==> config.mk <==
export PLATFORM = sky130hd
export DESIGN_NAME = bounded_deque_with_search_unit
export DESIGN_NICKNAME = d
export VERILOG_FILES = /design/src/rtl/core/bdqs_pkg.sv /design/src/rtl/core/bdqs_store.sv /design/src/rtl/core/bdqs_ctrl.sv /design/src/rtl/core/bounded_deque_with_search_unit.sv
export SDC_FILE = /design/constraint.sdc
export NUM_CORES = 2
export LEC_CHECK = 0
export CORE_ASPECT_RATIO = 0.9
export CORE_UTILIZATION = 45
export CTS_CLUSTER_SIZE = 25
export DETAILED_ROUTE_END_ITERATION = 16
export DONT_BUFFER_PORTS = 1
export PLACE_DENSITY = 0.7
export SYNTH_ARGS = -nofsm -noshare
export SYNTH_HDL_FRONTEND = slang
export SYNTH_SLANG_ARGS = --single-unit
==> constraint.sdc <==
create_clock -name clk -period 7.5 [get_ports clk]
set_input_delay 0.75 -clock clk [delete_from_list [all_inputs] [get_ports clk]]
set_output_delay 0.75 -clock clk [all_outputs]
set_load 0.005 [all_outputs]
==> src/rtl/core/bdqs_pkg.sv <==
package bdqs_pkg;

	localparam int DEPTH = 64;
	localparam int AW    = $clog2(DEPTH);
	localparam int CW    = $clog2(DEPTH + 1);
	localparam int DW    = 32;

	typedef enum logic [2:0] {
		CMD_PUSH_HEAD = 3'd0,
		CMD_PUSH_TAIL = 3'd1,
		CMD_POP_HEAD  = 3'd2,
		CMD_POP_TAIL  = 3'd3,
		CMD_SEARCH    = 3'd4,
		CMD_MIN       = 3'd5,
		CMD_MAX       = 3'd6,
		CMD_REVERSE   = 3'd7
	} cmd_t;

	typedef enum logic [1:0] {
		STAT_OK    = 2'd0,
		STAT_EMPTY = 2'd1,
		STAT_FULL  = 2'd2
	} status_t;

	typedef logic signed [DW-1:0] data_t;

	typedef struct packed {
		cmd_t  cmd;
		data_t operand;
	} cmd_word_t;

	typedef struct packed {
		status_t         status;
		logic            found;
		data_t           result_value;
		logic [CW-1:0]   entry_count;
	} res_word_t;

	// one write port, one registered read port
	typedef struct packed {
		logic          we;
		logic [AW-1:0] waddr;
		data_t         wdata;
		logic          re;
		logic [AW-1:0] raddr;
	} mem_req_t;

endpackage

==> src/rtl/core/bdqs_store.sv <==
module bdqs_store (
	input  logic               clk,
	input  bdqs_pkg::mem_req_t req,
	output bdqs_pkg::data_t    rd_data
);

	bdqs_pkg::data_t mem [bdqs_pkg::DEPTH];

	always_ff @(posedge clk) begin
		if (req.we) begin
			mem[req.waddr] <= req.wdata;
		end
		if (req.re) begin
			rd_data <= mem[req.raddr];
		end
	end

endmodule

==> src/rtl/core/bdqs_ctrl.sv <==
module bdqs_ctrl (
	input  logic                clk,
	input  logic                arst_n,
	input  logic                cmd_valid,
	output logic                cmd_stall,
	input  bdqs_pkg::cmd_word_t cmd_word,
	output bdqs_pkg::mem_req_t  mem_req,
	input  bdqs_pkg::data_t     rd_data,
	output logic                done_valid,
	output bdqs_pkg::res_word_t done_word,
	input  logic                done_take
);

	typedef enum logic [2:0] {
		S_IDLE = 3'b001,
		S_SCAN = 3'b010,
		S_DONE = 3'b100
	} state_t;

	state_t                      state_q, state_nx;
	logic [bdqs_pkg::AW-1:0]     front_q, front_nx;
	logic [bdqs_pkg::CW-1:0]     cnt_q, cnt_nx;
	logic                        rev_q, rev_nx;
	logic [bdqs_pkg::CW-1:0]     iss_q, iss_nx;
	logic [bdqs_pkg::CW-1:0]     prc_q, prc_nx;
	logic                        rd_v_s1, rd_v_nx;
	logic                        first_q, first_nx;
	logic                        found_q, found_nx;
	bdqs_pkg::data_t             key_q, key_nx;
	bdqs_pkg::cmd_t              op_q, op_nx;
	bdqs_pkg::data_t             acc_q, acc_nx;
	bdqs_pkg::res_word_t         res_q, res_nx;

	logic full, empty, push_front, pop_front, hit, better, issue, last;

	assign full       = (cnt_q == bdqs_pkg::CW'(bdqs_pkg::DEPTH));
	assign empty      = (cnt_q == '0);
	assign push_front = (cmd_word.cmd == bdqs_pkg::CMD_PUSH_HEAD) ^ rev_q;
	assign pop_front  = (cmd_word.cmd == bdqs_pkg::CMD_POP_HEAD) ^ rev_q;
	assign hit        = (rd_data == key_q);
	assign better     = (op_q == bdqs_pkg::CMD_MIN) ? (rd_data < acc_q) : (acc_q < rd_data);
	assign issue      = (iss_q != cnt_q);
	assign last       = ((prc_q + bdqs_pkg::CW'(1)) == cnt_q);

	assign cmd_stall  = (state_q != S_IDLE);
	assign done_valid = (state_q == S_DONE);
	assign done_word  = res_q;

	always_comb begin
		state_nx = state_q;
		front_nx = front_q;
		cnt_nx   = cnt_q;
		rev_nx   = rev_q;
		iss_nx   = iss_q;
		prc_nx   = prc_q;
		rd_v_nx  = 1'b0;
		first_nx = first_q;
		found_nx = found_q;
		key_nx   = key_q;
		op_nx    = op_q;
		acc_nx   = acc_q;
		res_nx   = res_q;

		mem_req       = '0;
		mem_req.waddr = front_q + cnt_q[bdqs_pkg::AW-1:0];
		mem_req.wdata = cmd_word.operand;
		mem_req.raddr = front_q + iss_q[bdqs_pkg::AW-1:0];

		unique case (state_q)
			S_IDLE: begin
				if (cmd_valid) begin
					key_nx = cmd_word.operand;
					op_nx  = cmd_word.cmd;
					res_nx = '{status: bdqs_pkg::STAT_OK, found: 1'b0,
						result_value: '0, entry_count: cnt_q};
					state_nx = S_DONE;
					unique case (cmd_word.cmd) inside
						bdqs_pkg::CMD_PUSH_HEAD, bdqs_pkg::CMD_PUSH_TAIL: begin
							if (full) begin
								res_nx.status = bdqs_pkg::STAT_FULL;
							end else begin
								mem_req.we = 1'b1;
								if (push_front) begin
									front_nx      = front_q - bdqs_pkg::AW'(1);
									mem_req.waddr = front_q - bdqs_pkg::AW'(1);
								end
								cnt_nx             = cnt_q + bdqs_pkg::CW'(1);
								res_nx.entry_count = cnt_q + bdqs_pkg::CW'(1);
							end
						end
						bdqs_pkg::CMD_POP_HEAD, bdqs_pkg::CMD_POP_TAIL: begin
							if (empty) begin
								res_nx.status = bdqs_pkg::STAT_EMPTY;
							end else begin
								if (pop_front) begin
									front_nx = front_q + bdqs_pkg::AW'(1);
								end
								cnt_nx             = cnt_q - bdqs_pkg::CW'(1);
								res_nx.entry_count = cnt_q - bdqs_pkg::CW'(1);
							end
						end
						bdqs_pkg::CMD_SEARCH, bdqs_pkg::CMD_MIN, bdqs_pkg::CMD_MAX: begin
							if (empty) begin
								if (cmd_word.cmd != bdqs_pkg::CMD_SEARCH) begin
									res_nx.status = bdqs_pkg::STAT_EMPTY;
								end
							end else begin
								state_nx = S_SCAN;
								iss_nx   = '0;
								prc_nx   = '0;
								first_nx = 1'b1;
								found_nx = 1'b0;
							end
						end
						bdqs_pkg::CMD_REVERSE: begin
							rev_nx = ~rev_q;
						end
					endcase
				end
			end
			S_SCAN: begin
				// reads issue one entry ahead of the compare
				if (issue) begin
					mem_req.re = 1'b1;
					iss_nx     = iss_q + bdqs_pkg::CW'(1);
					rd_v_nx    = 1'b1;
				end
				if (rd_v_s1) begin
					found_nx = found_q | hit;
					if (first_q || better) begin
						acc_nx = rd_data;
					end
					first_nx = 1'b0;
					prc_nx   = prc_q + bdqs_pkg::CW'(1);
					if (last) begin
						state_nx = S_DONE;
						res_nx   = '{status: bdqs_pkg::STAT_OK, found: 1'b0,
							result_value: '0, entry_count: cnt_q};
						if (op_q == bdqs_pkg::CMD_SEARCH) begin
							res_nx.found = found_nx;
						end else begin
							res_nx.result_value = acc_nx;
						end
					end
				end
			end
			S_DONE: begin
				if (done_take) begin
					state_nx = S_IDLE;
				end
			end
			default: begin
				state_nx = S_IDLE;
			end
		endcase
	end

	always_ff @(posedge clk or negedge arst_n) begin
		if (!arst_n) begin
			state_q <= S_IDLE;
			front_q <= '0;
			cnt_q   <= '0;
			rev_q   <= 1'b0;
			iss_q   <= '0;
			prc_q   <= '0;
			rd_v_s1 <= 1'b0;
			first_q <= 1'b0;
			found_q <= 1'b0;
		end else begin
			state_q <= state_nx;
			front_q <= front_nx;
			cnt_q   <= cnt_nx;
			rev_q   <= rev_nx;
			iss_q   <= iss_nx;
			prc_q   <= prc_nx;
			rd_v_s1 <= rd_v_nx;
			first_q <= first_nx;
			found_q <= found_nx;
		end
	end

	always_ff @(posedge clk) begin
		key_q <= key_nx;
		op_q  <= op_nx;
		acc_q <= acc_nx;
		res_q <= res_nx;
	end

endmodule

==> src/rtl/core/bounded_deque_with_search_unit.sv <==
// Bounded double-ended queue of up to 64 signed 32-bit entries in a ring memory.
// Command channel: cmd_valid / cmd_stall / cmd_word (cmd, operand). A word is
// taken at a clock edge with cmd_valid high and cmd_stall low.
// Result channel: res_valid / res_stall / res_word (status, found, result_value,
// entry_count). Exactly one result word per command, in command order.
// Push, pop and reverse need no memory read: the result is registered in the
// controller and then moved into the output register, and the next command
// can be taken once the controller has handed its result on.
// Search, minimum and maximum walk the stored entries through the memory's
// single registered read port, one entry per cycle, issuing each read ahead
// of the compare; no new command is taken until the result is handed on.
// On an empty queue they skip the walk: search returns status OK with found
// low, while minimum and maximum return STAT_EMPTY.
// An output register sits on the result side, so a new command is taken and
// worked on while a finished result waits under res_stall; a second finished
// result is held internally and cmd_stall stays high until it moves out.
// arst_n empties the queue, clears the reverse flag and drops any pending
// result; memory contents are not cleared and need no clearing pass.
module bounded_deque_with_search_unit (
	input  logic                clk,
	input  logic                arst_n,
	input  logic                cmd_valid,
	output logic                cmd_stall,
	input  bdqs_pkg::cmd_word_t cmd_word,
	output logic                res_valid,
	input  logic                res_stall,
	output bdqs_pkg::res_word_t res_word
);

	bdqs_pkg::mem_req_t  mem_req;
	bdqs_pkg::data_t     rd_data;
	logic                done_valid;
	bdqs_pkg::res_word_t done_word;
	logic                done_take;
	logic                out_vld_q;
	bdqs_pkg::res_word_t out_q;

	bdqs_ctrl u_ctrl (
		.clk        (clk),
		.arst_n     (arst_n),
		.cmd_valid  (cmd_valid),
		.cmd_stall  (cmd_stall),
		.cmd_word   (cmd_word),
		.mem_req    (mem_req),
		.rd_data    (rd_data),
		.done_valid (done_valid),
		.done_word  (done_word),
		.done_take  (done_take)
	);

	bdqs_store u_store (
		.clk     (clk),
		.req     (mem_req),
		.rd_data (rd_data)
	);

	assign done_take = done_valid && (!out_vld_q || !res_stall);

	always_ff @(posedge clk or negedge arst_n) begin
		if (!arst_n) begin
			out_vld_q <= 1'b0;
		end else if (done_take) begin
			out_vld_q <= 1'b1;
		end else if (!res_stall) begin
			out_vld_q <= 1'b0;
		end
	end

	always_ff @(posedge clk) begin
		if (done_take) begin
			out_q <= done_word;
		end
	end

	assign res_valid = out_vld_q;
	assign res_word  = out_q;

endmodule
==> results_dict.tcl <==
set metrics [dict create \
    status "completed" \
    gr-total-overflow 0 \
    die_w_um 469 \
    setup_tns_ns 0 \
    avgViaCountPerCell 6.28 \
    ant_nets 0 \
    yosysWarnings 0 \
    fin_crit_ns 5.20 \
    async_flop_share_pct 1.54 \
    cts_max_level 4 \
    syn_to_final_growth_pct 12.8 \
    dp_hpwl_mm 118 \
    reg2reg_slack_ns 2.30 \
    synth_compound_area_share_pct 1.58 \
    relSlewSlack_pct 15.8 \
    finish.instance_area_mm2 0.0995 \
    cp_max_fo 32 \
    syn_avg_cell_area_um2 22.6 \
    power.leakage_nw 30.8 \
    maxCapViolCount 0 \
    coreArea_mm2 0.194 \
    cts_buffers 206 \
    worst_pin_slew_ns 1.26 \
    grt_use_total_pct 23.2 \
    hold_viol 0 \
    die_y_um 422 \
    ys_top_cells_by_area "edfxtp_1, mux4_2, dfrtp_1" \
    antenna_found_initial 19 \
    final_nets 4170 \
    crit_type "flop to flop" \
    powerDensity_mw_per_mm2 442 \
    gp_congestion 0.843 \
    cts_tree "yes" \
    cp_data_required_time_ns 7.93 \
    vdd_ir_drop_max_mv 0.594 \
    synthMuxAreaShare_pct 16.8 \
    crit_path_end_kind "flop" \
    synth_cell_types 61 \
    root_buffer "clkbuf_16" \
    drt-pass1-iter-count 6 \
    synth_nets 3996 \
    ys.flop_type "edfxtp_1" \
    synth_xor_area_share_pct 0.784 \
    grt_pass1_vias 41150 \
    drive_gt1_share_pct 26.8 \
    first_iter_violations 6697 \
    setup_viol_count_final 0 \
    yosysTopAreaCellShare_pct 75.9 \
    num_io_pins 83 \
    clock_latency_ns 0.86 \
    synthAdderAreaFrac_pct 0.726 \
    dieArea_mm2 0.198 \
    cp.arrival_ns 5.63 \
    timing.final.crit_share_pct 69.4 \
    clk_path_buf_depth 3 \
    grt_max_degree 97 \
    vias 42849 \
    initial_core_util_pct 45.5 \
    nFillCells 14711 \
    critPathLaunchType "flop" \
    synth_top_family_by_area "multiplexers" \
    synth-simple-area-share_pct 2.04 \
    worstHoldPathType "input port to flop" \
    synth_edf_count 2231 \
    yosysMostFrequentCell "edfxtp_1" \
    rsz0062_at_grt "no" \
    num_rows 153 \
    fin_skew_ns 0.0407 \
    hold_slack_ns 0.0289 \
    ys_seq_elements 2266 \
    synth_cells 3907 \
    wl_per_cell_um 33.6 \
    syn-cell-area_mm2 0.0882 \
    drc 0 \
    numPortBuffers 0 \
    seq_area_frac_synth_pct 76.9 \
    grt_pass1_wl_mm 318 \
    drv_slew 0 \
    cts_num_sinks 2266 \
    fmaxAchievable_mhz 192 \
    synthTopCellsByCount "edfxtp_1, mux4_2, clkbuf_1" \
    wl_mm 229 \
    dpl_cell_area_mm2 0.0919 \
    yosysTopAreaCell "edfxtp_1" \
    clk_pin_slew_ns 0.07 \
]
[sequential cells by signal, summed over array words and instances, names as in the netlist, 3 cells and up]
name,cells
u_ctrl.acc_q,32
u_ctrl.key_q,32
u_ctrl.done_word,42
u_ctrl.state_q,3
res_word,42
u_ctrl.prc_q,7
u_ctrl.op_q,3
u_ctrl.front_q,6
u_ctrl.iss_q,7
u_ctrl.cnt_q,7
u_store.mem,2048
u_store.rd_data,32
[routing by layer]
metal  GRT usage, %  wire length [um]  up-vias
li1               -                 -    16902
met1           33.7             88800    22822
met2           33.9            103000     2811
met3           7.17             30600      314
met4           6.14              6330        0
met5              0                 0        -
[cell type report]
class	count	area (um^2)	area share [%]
tap	2557	3200	3.22
clock buffer	256	5390	5.41
antenna	9	22.5	0.0226
timing repair buffer	162	1950	1.96
multi-input combinational	1402	19800	19.9
sequential	2266	67900	68.2
inverter	43	161	0.162
clock inverter	126	1070	1.07
[timing repair]
action,4_1_cts,5_1_grt
buffers inserted,0,0
resized for setup,0,0
endpoints found under the hold margin,1030,28
hold buffers,75,5
[report_power, final]
| part | leakage (nW) | internal [mW] | switching, mW | total (mW) |
|---|---|---|---|---|
| Sequential | 20.6 | 14.5 | 0.304 | 14.8 |
| Combinational | 7.14 | 8.53 | 10.5 | 19.0 |
| Clock | 3.15 | 5.54 | 4.65 | 10.2 |
[worst max-delay path: stages, from the launching register on]
cell and delay [ns]:
dfrtp_1 0.49, inv_1 0.15, ha_1 0.28, nor4b_4 0.16, a311o_4 0.49, nor3_4 0.73, mux2i_1 0.40, and3_1 0.46
nand3_2 0.49, nor2_4 1.11
[path summary, 6_finish.rpt]
| path | startpoint | endpoint | cells after the start |
|---|---|---|---|
| min in group asynchronous | arst_n | u_ctrl.cnt_q[5] | 2 |
| max | u_ctrl.cnt_q[0] | u_store.mem[50][28] | 9 |
| max reg2reg | u_ctrl.cnt_q[0] | u_store.mem[50][28] | 9 |
| min | cmd_word[22] | u_store.mem[38][22] | 0 |
| max in group asynchronous | arst_n | u_ctrl.state_q[0] | 2 |
| min reg2reg | u_ctrl.done_word[26] | res_word[26] | 0 |
[through the flow]
stage	worst slack, ns	util (%)	power, mW	instances
floorplan	2.08	-	27.5	3907
global placement	2.59	47.4	33.6	6350
detailed placement	2.47	47.4	33.7	6350
CTS	2.45	51.3	44.1	6807
global route	2.18	51.3	45.4	6812
finish	2.30	51.3	44.0	6821
[kinds of logic after synthesis]
| kind of cell | after synthesis |
|---|---|
| AOI/OAI and AO/OA | 234 |
| buffers and inverters | 239 |
| adders and majority gates | 50 |
| xor gates and xnor gates | 79 |
| DFF | 2266 |
| and+or+nand+nor | 357 |
| muxes | 682 |
[cells in the final DEF, fill, tap and decap left out, types with 45 or more instances in the layout]
master / Yosys / final
nand2_1: 92 / 92
mux4_2: 640 / 640
a21oi_1: 102 / 101
clkinv_1: 0 / 45
xnor2_1: 61 / 57
buf_4: 1 / 65
ha_1: 48 / 47
dlygate4sd3_1: 0 / 52
clkbuf_16: 0 / 208
edfxtp_1: 2231 / 2231
nand3_1: 51 / 51
clkbuf_1: 104 / 48
o21ai_0: 56 / 56
No activity file was read; power rests on OpenSTA's default activity.
